## src/pfra_pkg.sv

```systemverilog
// ----------------------------------------------------------------------------
// pfra_pkg
// Shared types and constants for the page frame refcount allocator.
// ----------------------------------------------------------------------------
package pfra_pkg;

  localparam int DEF_NUM_PAGES = 1024;
  localparam int DEF_PAGE_BITS = 12;

  localparam int ADDR_W = 32;
  localparam int CNT_W  = 8;
  localparam int OP_W   = 3;
  localparam int ST_W   = 2;

  localparam logic [CNT_W-1:0]  CNT_FREE      = 8'h00;
  localparam logic [CNT_W-1:0]  CNT_ONE       = 8'h01;
  localparam logic [CNT_W-1:0]  CNT_MAX_USERS = 8'hfe;
  localparam logic [CNT_W-1:0]  CNT_RESERVED  = 8'hff;
  localparam logic [ADDR_W-1:0] ADDR_FAIL     = 32'hffff_ffff;

  typedef enum logic [OP_W-1:0] {
    OP_ALLOC  = 3'd0,
    OP_OBTAIN = 3'd1,
    OP_FREE   = 3'd2,
    OP_QUERY  = 3'd3,
    OP_AVAIL  = 3'd4
  } op_e;

  typedef enum logic [ST_W-1:0] {
    ST_DONE    = 2'd0,
    ST_NOPAGE  = 2'd1,
    ST_REFUSED = 2'd2
  } st_e;

  // controller -> datapath
  typedef struct packed {
    logic clr;     // write reserved into the clear pointer entry, advance
    logic accept;  // capture the incoming transaction, issue first read if needed
    logic exec;    // evaluate read data, advance scan if needed
    logic commit;  // load result register, write back the count
  } cmd_t;

  // datapath -> controller
  typedef struct packed {
    logic clr_last;
    logic done;
  } sts_t;

endpackage

```

## src/pfra_ctrl.sv

```systemverilog
// ----------------------------------------------------------------------------
// pfra_ctrl
// Sequencer: clearing pass, accept, evaluate/scan, result hand-off.
// ----------------------------------------------------------------------------
module pfra_ctrl (
  input  logic           clk_i,
  input  logic           rst_ni,
  input  logic           s_valid_i,
  output logic           s_ready_o,
  output logic           m_valid_o,
  input  logic           m_ready_i,
  input  pfra_pkg::sts_t sts_i,
  output pfra_pkg::cmd_t cmd_o
);

  typedef enum logic [1:0] {
    S_CLEAR,
    S_IDLE,
    S_EXEC
  } state_e;

  state_e state_q, state_d;
  logic   m_valid_q, m_valid_d;

  always_comb begin
    cmd_o        = '0;
    cmd_o.clr    = (state_q == S_CLEAR);
    cmd_o.accept = (state_q == S_IDLE) && s_valid_i;
    cmd_o.exec   = (state_q == S_EXEC);
    cmd_o.commit = cmd_o.exec && sts_i.done && (!m_valid_q || m_ready_i);

    state_d   = state_q;
    m_valid_d = m_valid_q;
    if (m_ready_i) begin
      m_valid_d = 1'b0;
    end
    case (state_q)
      S_CLEAR: begin
        if (sts_i.clr_last) begin
          state_d = S_IDLE;
        end
      end
      S_IDLE: begin
        if (s_valid_i) begin
          state_d = S_EXEC;
        end
      end
      S_EXEC: begin
        if (cmd_o.commit) begin
          state_d   = S_IDLE;
          m_valid_d = 1'b1;
        end
      end
      default: state_d = S_CLEAR;
    endcase
  end

  always_ff @(posedge clk_i or negedge rst_ni) begin
    if (!rst_ni) begin
      state_q   <= S_CLEAR;
      m_valid_q <= 1'b0;
    end else begin
      state_q   <= state_d;
      m_valid_q <= m_valid_d;
    end
  end

  assign s_ready_o = (state_q == S_IDLE);
  assign m_valid_o = m_valid_q;

endmodule

```

## config.mk

```make
export PLATFORM = sky130hd
export DESIGN_NAME = pfra_ctrl
export DESIGN_NICKNAME = d
export VERILOG_FILES = /design/src/pfra_pkg.sv /design/src/pfra_ctrl.sv
export SDC_FILE = /design/constraint.sdc
export NUM_CORES = 1
export LEC_CHECK = 0
export BUFFER_PORTS_ARGS = -buffer_cell sky130_fd_sc_hd__buf_2
export CORE_AREA = 2 2 39 41
export CTS_CLUSTER_SIZE = 25
export DETAILED_ROUTE_END_ITERATION = 7
export DIE_AREA = 0 0 41 43
export GPL_ROUTABILITY_DRIVEN = 0
export HOLD_SLACK_MARGIN = 0.12
export SLEW_MARGIN = 10
export SYNTH_ARGS = -nofsm -noshare
export SYNTH_HDL_FRONTEND = slang
export SYNTH_SLANG_ARGS = --single-unit
```

## constraint.sdc

```tcl
create_clock -name clk_i -period 3.7 [get_ports clk_i]
set_clock_uncertainty 0.1 [all_clocks]
set_input_delay 0.555 -clock clk_i [delete_from_list [all_inputs] [get_ports clk_i]]
set_output_delay 0.555 -clock clk_i [all_outputs]
set_load 0.05 [all_outputs]
```

==> results.ini, run 1 <==
[run_status]
status = finished clean

[drt]
met1_length_um = 155
wl_met2_um = 191
vias = 167
drt_iter0_drc = 3
dr_wl_met3_um = 39
dr.pass1.iters = 3
post_drt_wl_per_cell_um = 8.438
avgViaCountPerCell = 3.479
routed.top_layer = met4
detail-route-antenna-nets = 0
drt-total-wl_um = 405
drc = 0

[global_route]
grt_max_degree = 6
track_usage = 0.06754
overflow = 0
antenna_found_initial = 0
grt_pass1_wl_um = 655
grt_pass1_vias = 178

[synthesis]
ys_warn_count = 0
syn_area_um2 = 162.7
synth-seq-cells = 3
syn-mean-instance-area_um2 = 10.17
seq_area_frac_synth = 0.4615
synthCells = 16
syn_nets = 22
synth.distinct_cells = 11

[finish]
fin_util = 0.1980
seq_area_um2 = 75.07
finalNonFillerCells = 48
drive_gt1_frac = 0.5000
fillerInstances = 157
area_growth_pct = 68.46
layout_commonest_cell = buf_2
fin_nets = 39
multi_input_area_um2 = 87.58
final_cell_mix = 11 x buf_2, 3 x nand2_1, 3 x clkbuf_4, 3 x dfrtp_1, 2 x nor3b_1
insertedDiodeCount = 0

[timing]
finalMaxSlewViolations = 0
final.setup.tns_ns = 0
holdWs_ns = 0.4334
maxSlewHeadroom = 0.8339
worst_slew_pin_slew_ns = 0.2508
setup_viol = 0
rsz0062_at_grt = no
min_period_ns = 1.925
timing.fmax_ghz = 0.5194
finalHoldViolCount = 0
fin_crit_sh = 0.5203

[clock_tree]
clock_latency_ns = 0.23
cts_buffers = 3
tritoncts = yes
cts_max_path_buffers = 2
cts-root-buf = clkbuf_4
postCtsResizedCells = 0
cts_num_sinks = 3
cts_setup_buffers = 0
path_clk_slew_ns = 0.04
cts_max_level = 1

[floorplan]
fp.dieH_um = 43
dieArea_mm2 = 0.001763
row_count = 14
core_area_mm2 = 0.001384
fp.dieW_um = 41
start_util = 0.1175
pin_count = 12

[setup_path]
endpoint_kind = output port
worstPathArrival_ns = 1.27
cp_data_required_time_ns = 3.04
critPathLaunchType = flop
crit_type = flop to output port
path_max_fanout = 5

[placement]
portBuffers = 11
dpl.cell_count = 43

[flow_run]
maxCapViolCount = 0

[min_path]
holdCritPathClass = flop to flop

[routing by layer]
metal / vias to the layer above / track usage
met1: 73 / 0.04886
met4: 0 / 0.1200
met3: 2 / 0.04712
met5: - / 0
met2: 8 / 0.07813
li1: 84 / -
[critical path, cell delays in order, from the launching register on]
cell and delay [ns]:
dfrtp_1 0.42, nor2b_1 0.18, and2_1 0.17, buf_2 0.27
[final cells by class]
type	count	area share
flip-flops and latches	3	0.2740
repair buffers	12	0.2374
well taps	16	0.07306
multi-input cells	13	0.3196
clock buffers	4	0.09589
[cells in the mapped netlist, drive strengths merged]
library cell | count | area [µm²]
a21o | 1 | 7.510
and2 | 1 | 6.260
and3 | 1 | 11.26
dfrtp | 3 | 75.07
nand2 | 3 | 11.26
nand2b | 1 | 6.260
nor2 | 1 | 3.750
nor2b | 2 | 20.02
nor3b | 2 | 15.01
or3 | 1 | 6.260
[registers in the layout, summed over array words and instances, names as in the netlist]
register and cells:
state_q 2, m_valid_o 1
[final timing paths]
check / start / endpoint / slack [ns] / cells after the start
min in group asynchronous: rst_ni / state_q[0]$_DFFE_PN0P_ / 0.55 / 2
max reg2reg: state_q[1]$_DFFE_PN0P_ / state_q[0]$_DFFE_PN0P_ / 2.39 / 3
max: state_q[0]$_DFFE_PN0P_ / cmd_o[2] / 1.77 / 3
max in group asynchronous: rst_ni / state_q[1]$_DFFE_PN0P_ / 2.85 / 2
min reg2reg: m_valid_o$_DFF_PN0_ / m_valid_o$_DFF_PN0_ / 0.43 / 2
min: m_valid_o$_DFF_PN0_ / m_valid_o$_DFF_PN0_ / 0.43 / 2
[per-stage QoR]
stage               instance area (µm²)  worst slack, ns
floorplan                         162.7            1.318
global placement                  237.7            1.844
detailed placement                237.7            1.841
CTS                               274.0            1.760
global route                      274.0            1.684
finish                            274.0            1.775
[kinds of logic (layout without fill, tap and decap cells)]
group / after synthesis / count (layout) / synth area share
AOI/OAI and AO/OA: 1 / 1 / 0.04617
buffers and inverters: 0 / 16 / 0
DFF: 3 / 3 / 0.4615
and+or+nand+nor: 12 / 12 / 0.4923
[what timing repair did]
action,CTS,global route
endpoints found under the hold margin,3,0
endpoints found under the setup margin,0,0
hold buffers,1,0
Power of run 1 is not shown: default switching activity piles up to over one toggle a cycle in this logic, so the estimate is an artifact.
==> run 2, diff against run 1 <==
clock period = 1.78 ns   (was 3.7 ns; I/O delays follow)
==> run 2 against run 1 <==
  * Flip-flop and latch count unchanged
  * Register-to-register slack worse by 1.9 ns
  * First-iteration DRC count is 33% lower
  * Highest routed layer unchanged
  * Global-route usage fell by 0.31 points
  * Critical path depth is the same
  * Design area grew 1.4%
  * Setup slack worse by 1.6 ns
  * Non-clock buffer count unchanged
  * Cell count unchanged
  * Worst hold slack got worse by 0.26 ns
  * Clock-buffer cell count did not move
==> results.ini, run 2 (same netlist as run 1, synthesis figures left out) <==
[run_status]
status = finished clean

[timing]
timing.fmax_ghz = 0.6080
finalMaxSlewViolations = 0  ; unchanged
maxSlewHeadroom = 0.8322  ; -0.001709
setup_viol = 0  ; unchanged
finalHoldViolCount = 0  ; unchanged
setup_slack_ns = 0.1352  ; -1.640 ns
fin_crit_sh = 0.9240
rsz0062_at_grt = no
min_period_ns = 1.645
worst_slew_pin_slew_ns = 0.2534  ; +0.002581 ns
final.setup.tns_ns = 0  ; unchanged

[setup_path]
path_max_fanout = 5  ; unchanged
endpoint_kind = output port
critPathLaunchType = flop
crit_type = flop to output port
worstPathArrival_ns = 1.28  ; about the same
rr_worst_depth = 3  ; unchanged
crit_start = state_q[1]$_DFFE_PN0P_
cp_data_required_time_ns = 1.41  ; -1.63 ns
reg2reg_from = state_q[1]$_DFFE_PN0P_

[drt]
avgViaCountPerCell = 3.667  ; +5.4%
vias = 176  ; +5.4%
drc = 0  ; unchanged
post_drt_wl_per_cell_um = 8.229  ; -2.5%
detail-route-antenna-nets = 0  ; unchanged
drt_iter0_drc = 2  ; -1
drt-total-wl_um = 395  ; -2.5%
dr.pass1.iters = 4  ; +1

[floorplan]
fp.dieH_um = 43  ; unchanged
row_count = 14  ; unchanged
core_area_mm2 = 0.001384  ; unchanged
start_util = 0.1175  ; unchanged
fp.dieW_um = 41  ; unchanged
pin_count = 12  ; unchanged
dieArea_mm2 = 0.001763  ; unchanged

[flow_run]
maxCapViolCount = 0  ; unchanged

[clock_tree]
cts_buffers = 3  ; unchanged
tritoncts = yes
path_clk_slew_ns = 0.04  ; about the same
cts-root-buf = clkbuf_4
clock_latency_ns = 0.23  ; about the same
cts_max_level = 1  ; unchanged
cts_max_path_buffers = 2  ; unchanged
cts_setup_buffers = 0  ; unchanged
cts_num_sinks = 3  ; unchanged

[min_path]
min_from = sts_i[0]
holdCritPathClass = input port to flop
hold_path_depth = 3  ; +1

[finish]
largest_register_ffs = 2  ; unchanged
fin_nets = 39  ; unchanged
multi_input_area_um2 = 91.34  ; +4.3%
final_cell_mix = 11 x buf_2, 3 x nand2_1, 3 x clkbuf_4, 3 x dfrtp_1, 2 x nor3b_1
drive_gt1_frac = 0.5625  ; +0.06250
seq_area_um2 = 75.07  ; unchanged
insertedDiodeCount = 0  ; unchanged
regMostFlops = state_q
area_growth_pct = 70.77
layout_commonest_cell = buf_2
fillerInstances = 160  ; +1.9%

[global_route]
grt_pass1_wl_um = 648  ; -1.1%
antenna_found_initial = 0  ; unchanged
grt_max_degree = 6  ; unchanged
track_usage = 0.06445  ; -0.003089
grt_pass1_vias = 174  ; -2.2%
overflow = 0  ; unchanged

[placement]
portBuffers = 11  ; unchanged
pre_cts_slack_ns = 0.3824  ; -1.458 ns

-- run 2: cell types whose count changed in the layout (fill, tap and decap cells not counted) --
| cell | change |
|---|---|
| and2_1 | -1 |
| nor2b_2 | +1 |
| and2_2 | +1 |
| nor2b_1 | -1 |
-- run 2: worst paths after layout --
path	slack [ns]	end
max in group asynchronous	1.22	state_q[1]$_DFFE_PN0P_
min reg2reg	0.43	m_valid_o$_DFF_PN0_
min in group asynchronous	0.25	state_q[0]$_DFFE_PN0P_
min	0.17	m_valid_o$_DFF_PN0_
max reg2reg	0.46	state_q[0]$_DFFE_PN0P_
max	0.14	cmd_o[0]
-- run 2: per-layer routing --
metal,GRT usage,part of all wire
met3,0.03141,0.071
met5,0,0
met2,0.08750,0.54
met1,0.04870,0.34
met4,0.1000,0.041
-- run 2: what timing repair did --
item | CTS | global route
hold endpoints to repair | 3 | 0
hold buffers | 1 | 0
gates resized for setup | 0 | 0
-- run 2: worst max-delay path: stages (launching register included) --
cell	delay, ns
dfrtp_1	0.41
nor2b_4	0.20
and3_4	0.18
buf_2	0.25
-- run 2: layout make-up --
type / instances / area share
Tap cell: 16 / 0.07207
Sequential cell: 3 / 0.2703
Multi-Input combinational cell: 13 / 0.3288
Clock buffer: 4 / 0.09459
Timing Repair Buffer: 12 / 0.2342
-- run 2: stage by stage --
step                hold slack, ns  instance area, µm²  std cells    util
floorplan                  -0.1286               166.4         16       -
global placement          -0.03488               241.5         43  0.1745
detailed placement        -0.03495               241.5         43  0.1745
CTS                         0.1687               277.8         48  0.2007
global route                0.1779               277.8         48  0.2007
finish                      0.1698               277.8         48  0.2007
Power of run 2 is left out for the same reason.
